### config.mk
export PLATFORM = sky130hd
export DESIGN_NAME = bounded_shift_list
export DESIGN_NICKNAME = d
export VERILOG_FILES = /design/src/bsl_pkg.sv /design/src/bsl_ram.sv /design/src/bounded_shift_list.sv
export SDC_FILE = /design/constraint.sdc
export NUM_CORES = 1
export LEC_CHECK = 0
export BUFFER_PORTS_ARGS = -buffer_cell sky130_fd_sc_hd__buf_2
export CAP_MARGIN = 20
export CORE_MARGIN = 2
export CORE_UTILIZATION = 45
export CTS_CLUSTER_DIAMETER = 80
export CTS_CLUSTER_SIZE = 8
export DETAILED_ROUTE_END_ITERATION = 8
export PLACE_DENSITY = 0.61
export RECOVER_POWER = 50
export SETUP_SLACK_MARGIN = 0.05
export SYNTH_ARGS = -nofsm -noshare
export SYNTH_HDL_FRONTEND = slang
export SYNTH_SLANG_ARGS = --single-unit
### constraint.sdc
create_clock -name clk -period 10.75 [get_ports clk]
set_clock_uncertainty 0.05 [all_clocks]
set_input_delay 1.6125 -clock clk [delete_from_list [all_inputs] [get_ports clk]]
set_output_delay 1.6125 -clock clk [all_outputs]
set_load 0.1 [all_outputs]
### src/bsl_pkg.sv
// ----------------------------------------------------------------------------
// bsl_pkg: shared constants for the bounded shift list
// Sizes, operation codes and status codes used by the list and its storage.
// ----------------------------------------------------------------------------
package bsl_pkg;

    localparam int CAPACITY   = 16;
    localparam int DATA_WIDTH = 32;
    localparam int IDX_W      = $clog2(CAPACITY);
    localparam int CNT_W      = $clog2(CAPACITY + 1);
    localparam int OP_W       = 3;
    localparam int STAT_W     = 2;

    localparam logic [OP_W-1:0] OP_PUSH_BACK  = 3'd0;
    localparam logic [OP_W-1:0] OP_PUSH_FRONT = 3'd1;
    localparam logic [OP_W-1:0] OP_POP_BACK   = 3'd2;
    localparam logic [OP_W-1:0] OP_POP_FRONT  = 3'd3;
    localparam logic [OP_W-1:0] OP_ERASE      = 3'd4;
    localparam logic [OP_W-1:0] OP_READ       = 3'd5;
    localparam logic [OP_W-1:0] OP_WRITE      = 3'd6;
    localparam logic [OP_W-1:0] OP_CLEAR      = 3'd7;

    localparam logic [STAT_W-1:0] ST_OK    = 2'd0;
    localparam logic [STAT_W-1:0] ST_FULL  = 2'd1;
    localparam logic [STAT_W-1:0] ST_RANGE = 2'd2;

endpackage

### src/bsl_ram.sv
// ----------------------------------------------------------------------------
// bsl_ram: generic single-write, single-read RAM
// One write port and one read port with registered read data.
// ----------------------------------------------------------------------------
module bsl_ram #(
    parameter int WIDTH = 32,
    parameter int DEPTH = 16
) (
    input  logic                     clk,
    input  logic                     wen,
    input  logic [$clog2(DEPTH)-1:0] waddr,
    input  logic [WIDTH-1:0]         wdata,
    input  logic [$clog2(DEPTH)-1:0] raddr,
    output logic [WIDTH-1:0]         rdata
);

    logic [WIDTH-1:0] mem [DEPTH];

    always_ff @(posedge clk)
    begin
        if (wen)
        begin
            mem[waddr] <= wdata;
        end
        rdata <= mem[raddr];
    end

endmodule

### src/bounded_shift_list.sv
// ----------------------------------------------------------------------------
// bounded_shift_list: fixed-capacity ordered list with shifting insert/erase
// Entries live in a small RAM; one read/write step moves one word at a time.
// ----------------------------------------------------------------------------
// Sequence: every operation ends with the S_FRONT, S_BACK and S_DONE readout
//   states before its result transfer. An accepted push front first shifts words
//   up, and erase and pop front first shift words down, with a RAM read step and
//   a RAM write step per moved word. Throughput: one item at a time; in_stall
//   holds the next input transfer until the result is registered, and longer on output stall.
// Reset: count clears to zero, no result pending; RAM contents are not cleared.
// ----------------------------------------------------------------------------
module bounded_shift_list (
    input  logic                                clk,
    input  logic                                rst_n,
    input  logic                                in_valid,
    output logic                                in_stall,
    input  logic [bsl_pkg::OP_W-1:0]            operation,
    input  logic [bsl_pkg::DATA_WIDTH-1:0]      value,
    input  logic [bsl_pkg::IDX_W-1:0]           position,
    output logic                                out_valid,
    input  logic                                out_stall,
    output logic [bsl_pkg::DATA_WIDTH-1:0]      read_value,
    output logic [bsl_pkg::DATA_WIDTH-1:0]      front_value,
    output logic [bsl_pkg::DATA_WIDTH-1:0]      back_value,
    output logic [bsl_pkg::CNT_W-1:0]           count,
    output logic                                is_empty,
    output logic [bsl_pkg::STAT_W-1:0]          status
);

    localparam logic [2:0] S_IDLE  = 3'd0;
    localparam logic [2:0] S_UP_RD = 3'd1;
    localparam logic [2:0] S_UP_WR = 3'd2;
    localparam logic [2:0] S_DN_RD = 3'd3;
    localparam logic [2:0] S_DN_WR = 3'd4;
    localparam logic [2:0] S_FRONT = 3'd5;
    localparam logic [2:0] S_BACK  = 3'd6;
    localparam logic [2:0] S_DONE  = 3'd7;

    localparam int IW = bsl_pkg::IDX_W;
    localparam int CW = bsl_pkg::CNT_W;
    localparam int DW = bsl_pkg::DATA_WIDTH;

    logic [2:0]                 state_reg, state_next;
    logic [CW-1:0]              count_reg, count_next;
    logic [IW-1:0]              idx_reg, idx_next;
    logic [DW-1:0]              val_reg, val_next;
    logic                       rd_ok_reg, rd_ok_next;
    logic [bsl_pkg::STAT_W-1:0] stat_reg, stat_next;
    logic [DW-1:0]              rd_reg, rd_next;
    logic [DW-1:0]              front_reg, front_next;

    logic                       out_valid_reg, out_valid_next;
    logic [DW-1:0]              out_rd_reg, out_rd_next;
    logic [DW-1:0]              out_front_reg, out_front_next;
    logic [DW-1:0]              out_back_reg, out_back_next;
    logic [CW-1:0]              out_count_reg, out_count_next;
    logic                       out_empty_reg, out_empty_next;
    logic [bsl_pkg::STAT_W-1:0] out_stat_reg, out_stat_next;

    logic                       ram_wen;
    logic [IW-1:0]              ram_waddr;
    logic [DW-1:0]              ram_wdata;
    logic [IW-1:0]              ram_raddr;
    logic [DW-1:0]              ram_rdata;

    logic                       in_fire;
    logic                       full;
    logic                       pos_ok;
    logic                       fin_empty;

    bsl_ram #(
        .WIDTH (DW),
        .DEPTH (bsl_pkg::CAPACITY)
    ) u_ram (
        .clk   (clk),
        .wen   (ram_wen),
        .waddr (ram_waddr),
        .wdata (ram_wdata),
        .raddr (ram_raddr),
        .rdata (ram_rdata)
    );

    assign in_stall  = (state_reg != S_IDLE);
    assign in_fire   = in_valid && !in_stall;
    assign full      = (count_reg == CW'(bsl_pkg::CAPACITY));
    assign pos_ok    = (CW'(position) < count_reg);
    assign fin_empty = (count_reg == '0);

    always_comb
    begin
        state_next     = state_reg;
        count_next     = count_reg;
        idx_next       = idx_reg;
        val_next       = val_reg;
        rd_ok_next     = rd_ok_reg;
        stat_next      = stat_reg;
        rd_next        = rd_reg;
        front_next     = front_reg;
        out_valid_next = out_valid_reg && out_stall;
        out_rd_next    = out_rd_reg;
        out_front_next = out_front_reg;
        out_back_next  = out_back_reg;
        out_count_next = out_count_reg;
        out_empty_next = out_empty_reg;
        out_stat_next  = out_stat_reg;
        ram_wen        = 1'b0;
        ram_waddr      = idx_reg;
        ram_wdata      = ram_rdata;
        ram_raddr      = '0;

        unique case (state_reg)
            S_IDLE:
            begin
                // read port looks at position so a read op has data next cycle
                ram_raddr = position;
                if (in_fire)
                begin
                    val_next   = value;
                    stat_next  = bsl_pkg::ST_OK;
                    rd_ok_next = 1'b0;
                    state_next = S_FRONT;
                    unique case (operation)
                        bsl_pkg::OP_PUSH_BACK:
                        begin
                            if (full)
                            begin
                                stat_next = bsl_pkg::ST_FULL;
                            end
                            else
                            begin
                                ram_wen    = 1'b1;
                                ram_waddr  = IW'(count_reg);
                                ram_wdata  = value;
                                count_next = count_reg + CW'(1);
                            end
                        end
                        bsl_pkg::OP_PUSH_FRONT:
                        begin
                            if (full)
                            begin
                                stat_next = bsl_pkg::ST_FULL;
                            end
                            else
                            begin
                                idx_next   = IW'(count_reg);
                                state_next = S_UP_RD;
                            end
                        end
                        bsl_pkg::OP_POP_BACK:
                        begin
                            if (!fin_empty)
                            begin
                                count_next = count_reg - CW'(1);
                            end
                        end
                        bsl_pkg::OP_POP_FRONT:
                        begin
                            if (!fin_empty)
                            begin
                                idx_next   = '0;
                                state_next = S_DN_RD;
                            end
                        end
                        bsl_pkg::OP_ERASE:
                        begin
                            if (pos_ok)
                            begin
                                idx_next   = position;
                                state_next = S_DN_RD;
                            end
                            else
                            begin
                                stat_next = bsl_pkg::ST_RANGE;
                            end
                        end
                        bsl_pkg::OP_READ:
                        begin
                            if (pos_ok)
                            begin
                                rd_ok_next = 1'b1;
                            end
                            else
                            begin
                                stat_next = bsl_pkg::ST_RANGE;
                            end
                        end
                        bsl_pkg::OP_WRITE:
                        begin
                            if (pos_ok)
                            begin
                                ram_wen   = 1'b1;
                                ram_waddr = position;
                                ram_wdata = value;
                            end
                            else
                            begin
                                stat_next = bsl_pkg::ST_RANGE;
                            end
                        end
                        bsl_pkg::OP_CLEAR:
                        begin
                            count_next = '0;
                        end
                        default:
                        begin
                            count_next = count_reg;
                        end
                    endcase
                end
            end
            S_UP_RD:
            begin
                // shift up from the back; finish by placing the new word at 0
                if (idx_reg == '0)
                begin
                    ram_wen    = 1'b1;
                    ram_waddr  = '0;
                    ram_wdata  = val_reg;
                    count_next = count_reg + CW'(1);
                    state_next = S_FRONT;
                end
                else
                begin
                    ram_raddr  = idx_reg - IW'(1);
                    state_next = S_UP_WR;
                end
            end
            S_UP_WR:
            begin
                ram_wen    = 1'b1;
                ram_waddr  = idx_reg;
                ram_wdata  = ram_rdata;
                idx_next   = idx_reg - IW'(1);
                state_next = S_UP_RD;
            end
            S_DN_RD:
            begin
                // close the gap one word at a time, then drop the last entry
                if ((CW'(idx_reg) + CW'(1)) < count_reg)
                begin
                    ram_raddr  = idx_reg + IW'(1);
                    state_next = S_DN_WR;
                end
                else
                begin
                    count_next = count_reg - CW'(1);
                    state_next = S_FRONT;
                end
            end
            S_DN_WR:
            begin
                ram_wen    = 1'b1;
                ram_waddr  = idx_reg;
                ram_wdata  = ram_rdata;
                idx_next   = idx_reg + IW'(1);
                state_next = S_DN_RD;
            end
            S_FRONT:
            begin
                rd_next    = rd_ok_reg ? ram_rdata : '0;
                ram_raddr  = '0;
                state_next = S_BACK;
            end
            S_BACK:
            begin
                front_next = ram_rdata;
                ram_raddr  = IW'(count_reg - CW'(1));
                state_next = S_DONE;
            end
            S_DONE:
            begin
                // hold the back address so the read data stays put while stalled
                ram_raddr = IW'(count_reg - CW'(1));
                if (!out_valid_reg || !out_stall)
                begin
                    out_valid_next = 1'b1;
                    out_rd_next    = rd_reg;
                    out_front_next = fin_empty ? '0 : front_reg;
                    out_back_next  = fin_empty ? '0 : ram_rdata;
                    out_count_next = count_reg;
                    out_empty_next = fin_empty;
                    out_stat_next  = stat_reg;
                    state_next     = S_IDLE;
                end
            end
            default:
            begin
                state_next = S_IDLE;
            end
        endcase
    end

    always_ff @(posedge clk or negedge rst_n)
    begin
        if (!rst_n)
        begin
            state_reg     <= S_IDLE;
            count_reg     <= '0;
            out_valid_reg <= 1'b0;
        end
        else
        begin
            state_reg     <= state_next;
            count_reg     <= count_next;
            out_valid_reg <= out_valid_next;
        end
    end

    always_ff @(posedge clk)
    begin
        idx_reg       <= idx_next;
        val_reg       <= val_next;
        rd_ok_reg     <= rd_ok_next;
        stat_reg      <= stat_next;
        rd_reg        <= rd_next;
        front_reg     <= front_next;
        out_rd_reg    <= out_rd_next;
        out_front_reg <= out_front_next;
        out_back_reg  <= out_back_next;
        out_count_reg <= out_count_next;
        out_empty_reg <= out_empty_next;
        out_stat_reg  <= out_stat_next;
    end

    assign out_valid   = out_valid_reg;
    assign read_value  = out_rd_reg;
    assign front_value = out_front_reg;
    assign back_value  = out_back_reg;
    assign count       = out_count_reg;
    assign is_empty    = out_empty_reg;
    assign status      = out_stat_reg;

`ifndef SYNTH
    a_count_bound: assert property (@(posedge clk) disable iff (!rst_n)
        count_reg <= CW'(bsl_pkg::CAPACITY))
        else $error("entry count above capacity");

    a_no_write_late: assert property (@(posedge clk) disable iff (!rst_n)
        (state_reg == S_FRONT || state_reg == S_BACK || state_reg == S_DONE) |-> !ram_wen)
        else $error("RAM write during front/back readout");

    a_accept_busy: assert property (@(posedge clk) disable iff (!rst_n)
        in_fire |=> state_reg != S_IDLE)
        else $error("sequencer idle after input transfer");

    a_empty_match: assert property (@(posedge clk) disable iff (!rst_n)
        out_valid_reg |-> (out_empty_reg == (out_count_reg == '0)))
        else $error("empty flag disagrees with count");

    a_full_status: assert property (@(posedge clk) disable iff (!rst_n)
        (out_valid_reg && out_stat_reg == bsl_pkg::ST_FULL)
            |-> out_count_reg == CW'(bsl_pkg::CAPACITY))
        else $error("full status with room left");
`endif

endmodule
==> out/qor.csv <==
stage,metric,value,unit
logic_synthesis,sequential share of the synthesized area,75.96,%
outcome,outcome,finished with violations,
logic_synthesis,post-synth net total,1651,
timing,RSZ-0062 raised after global routing,false,
clocking,CTS sink count,760,
final_layout,Biggest register,u_ram.mem,
floorplanning,core area,64700,um2
grt,largest net degree at the start of global routing,89,
logic_synthesis,Synth async-reset ratio,1.184,%
floorplanning,row count,93,
detailed_routing,post-route ant nets,0,
place,# port buffers,148,
job,MaxCap Viol Count,7,
worst_setup_path,Worst R2R Path Depth,5,
timing,final setup fails,0,
worst_setup_path,Crit-path slowest cell,clkbuf_1,
clocking,TritonCTS buffer count,105,
worst_setup_path,R2R Setup Slk,4.41,ns
worst_setup_path,"critical path, cell by cell",clkbuf_1 -> nand3_1 -> a21oi_1 -> clkbuf_1 -> clkbuf_1,
worst_setup_path,WP data required,10.87,ns
clocking,cts hold-fix bufs,0,
logic_synthesis,"EDFF count, synth",719,
detailed_routing,drt drc,0,
worst_setup_path,worst r2r src,state_reg[1],
grt,number of global-route vias before repair,16464,
logic_synthesis,Mapped Area,29560,um2
logic_synthesis,YS warnings,0,
worst_hold_path,Hold Crit Start,rd_reg[12],
place,Final Wtd Congestion,0.9030,
detailed_routing,drt pass-1 iters,5,
floorplanning,initial core utilization,45.69,%
timing,"Hold Vio Cnt, Final",0,
timing,slew of the pin with the lowest slew margin,3.456,ns
floorplanning,Die Ht,260.3,um
floorplanning,Top-Level Pins,149,
timing,Max-slew headroom,-130.4,%
clocking,CTS tree,done,
clocking,Root Driver,clkbuf_16,
grt,first-pass GRT wire length,104300,um
worst_hold_path,hold path depth,0,
detailed_routing,DR iter-0 viols,1595,
worst_setup_path,delay of the slowest critical-path stage,2.54,ns
detailed_routing,Routed WL,69990,um
final_layout,Fill cells,5146,
logic_synthesis,Yosys cell types,58,
grt,"Remaining Overflow, GRT",0,
final_layout,ratio of cells with drive above 1 in the final layout,16.92,%
logic_synthesis,most instantiated cells after synthesis,"edfxtp_1, a22oi_1, mux4_2",
logic_synthesis,cell with the most instances after synthesis,edfxtp_1,
logic_synthesis,Synth Instances,1596,
floorplanning,die width,260.3,um
logic_synthesis,Yosys reg bits,760,
grt,initial antenna violation count,4,
timing,post-route clock period utilization,58.95,%
worst_setup_path,"Max FO, Critical Path",67,
detailed_routing,DR vias,16127,
logic_synthesis,syn_area_per_cell,18.52,um2
worst_setup_path,Reg-to-Reg End,back_value[13],
clocking,post-CTS setup buffers,0,
worst_setup_path,startpoint types,register,
clocking,H-tree levels,3,
final_layout,nets,1887,
worst_setup_path,WS Path Type,register to register,
logic_synthesis,top_reg_cell synth,edfxtp_1,
grt,Total GRT Usage,20.88,%
timing,post-layout min period,6.337,ns
worst_setup_path,CP arrival,6.45,ns
logic_synthesis,synth top area cells,"edfxtp_1, mux4_2, a22oi_1",
timing,Setup TNS,0,ns
logic_synthesis,largest area contributor in the netlist,edfxtp_1,
clocking,Skew-Pair Late Insertion Delay,0.63,ns
worst_setup_path,Setup crit end kind,register,
worst_setup_path,CP dominant cell by count,clkbuf_1,
clocking,CTS resizes,0,
clocking,Clock Tree Buf Depth,3,
timing,Fmax,157.8,MHz
final_layout,max FFs per register,512,
detailed_routing,DR vias/cell,5.818,
worst_hold_path,Hold Crit Endpoint,read_value[12],
outcome,failing checks,"capacitance limit, slew limit",
final_layout,Area Overhead vs Synth,16.73,%
logic_synthesis,top-area cell type share of the netlist area,73.04,%
clocking,clock-pin slew on the worst setup and hold paths,0.05,ns
detailed_routing,drt wl/cell,25.25,um
timing,Final Max Slew Viols,296,
floorplanning,Die ar.,67760,um2
place,Final HPWL DP,39850,um
worst_hold_path,worst hold path type,register to register,
## worst max-delay path: cells and delay by family, from the launching register on
kind,cells,cell delay (ns)
and+or+nand+nor,1,0.21
buffers and inverters,3,4.98
AOI/OAI and AO/OA,1,0.26
DFF,1,0.31
## per-stage QoR
step,hold WS [ns],instances,utilization [%],cell area [um2],setup WS [ns]
3_5_place_dp,0.3545,2580,49.04,31730,5.509
2_1_floorplan,0.3503,1596,-,29560,1.522
6_report,0.3645,2772,53.34,34510,4.413
3_3_place_gp,0.3533,2571,48.95,31670,5.549
4_1_cts,0.3653,2770,53.79,34800,5.621
5_1_grt,0.3679,2771,53.34,34510,3.652
## cell families (layout without fill, tap and decap cells)
logic type / Yosys count / in the layout / share of synthesized area (%)
adders and majority gates: 12 / 12 / 0.5079
and+or+nand+nor: 272 / 272 / 5.062
DFF: 760 / 760 / 75.96
muxes: 128 / 128 / 9.582
buffers and inverters: 110 / 429 / 1.731
other: 0 / 2 / 0
AOI/OAI and AO/OA: 306 / 306 / 6.916
xor gates and xnor gates: 8 / 8 / 0.2370
## metal layers
| layer | share of wire [%] | up-vias | routed length [um] | track usage, % |
|---|---|---|---|---|
| met1 | 43 | 8377 | 29980 | 29.36 |
| met5 | 0 | - | 0 | 0 |
| met3 | 7.4 | 116 | 5155 | 4.060 |
| met4 | 2.2 | 0 | 1541 | 6.746 |
| met2 | 48 | 662 | 33310 | 33.09 |
| li1 | - | 6972 | - | - |
## final cells by class
class	instances	area (um2)	share of cell area, %
Timing Repair Buffer	221	1021	2.959
Multi-Input combinational cell	726	6813	19.74
Clock inverter	6	152.6	0.4423
Antenna cell	2	5.005	0.01450
Inverter	18	67.56	0.1958
Clock buffer	184	2924	8.473
Tap cell	855	1070	3.100
Sequential cell	760	22460	65.07
## how the worst max path moves through the flow
stage,end,from,slack (ns)
2_1_floorplan,u_ram.mem[2][0],in_valid,1.52
3_3_place_gp,u_ram.mem[14][21],position[3],5.55
3_5_place_dp,u_ram.mem[14][12],position[1],5.51
4_1_cts,u_ram.rdata[23],idx_reg[2],5.62
5_1_grt,status[1],state_reg[1],3.65
6_report,back_value[13],state_reg[1],4.41
## placed cells by master, fill, tap and decap left out, types with 4 or more instances in the layout
cell,instances
o21ai_0,83
and2_1,18
nor3_1,12
o22ai_1,4
and2_0,19
and3_1,5
a211o_1,4
inv_1,18
nand2b_1,7
dfxtp_1,32
o31ai_1,7
nand2_1,59
a211oi_1,13
nor4b_2,6
dfrtp_1,9
a21oi_1,26
ha_1,12
xnor2_1,7
a22oi_1,126
buf_2,14
mux2i_1,4
nand3_1,13
nor4bb_4,6
a31oi_1,8
clkbuf_1,243
mux4_2,124
o2bb2ai_1,4
nor2_1,35
edfxtp_1,719
clkbuf_16,105
buf_4,42
a21o_1,6
nor2b_1,65
Power is not shown: default switching activity piles up to over one toggle a cycle in this logic, so the estimate is an artifact.
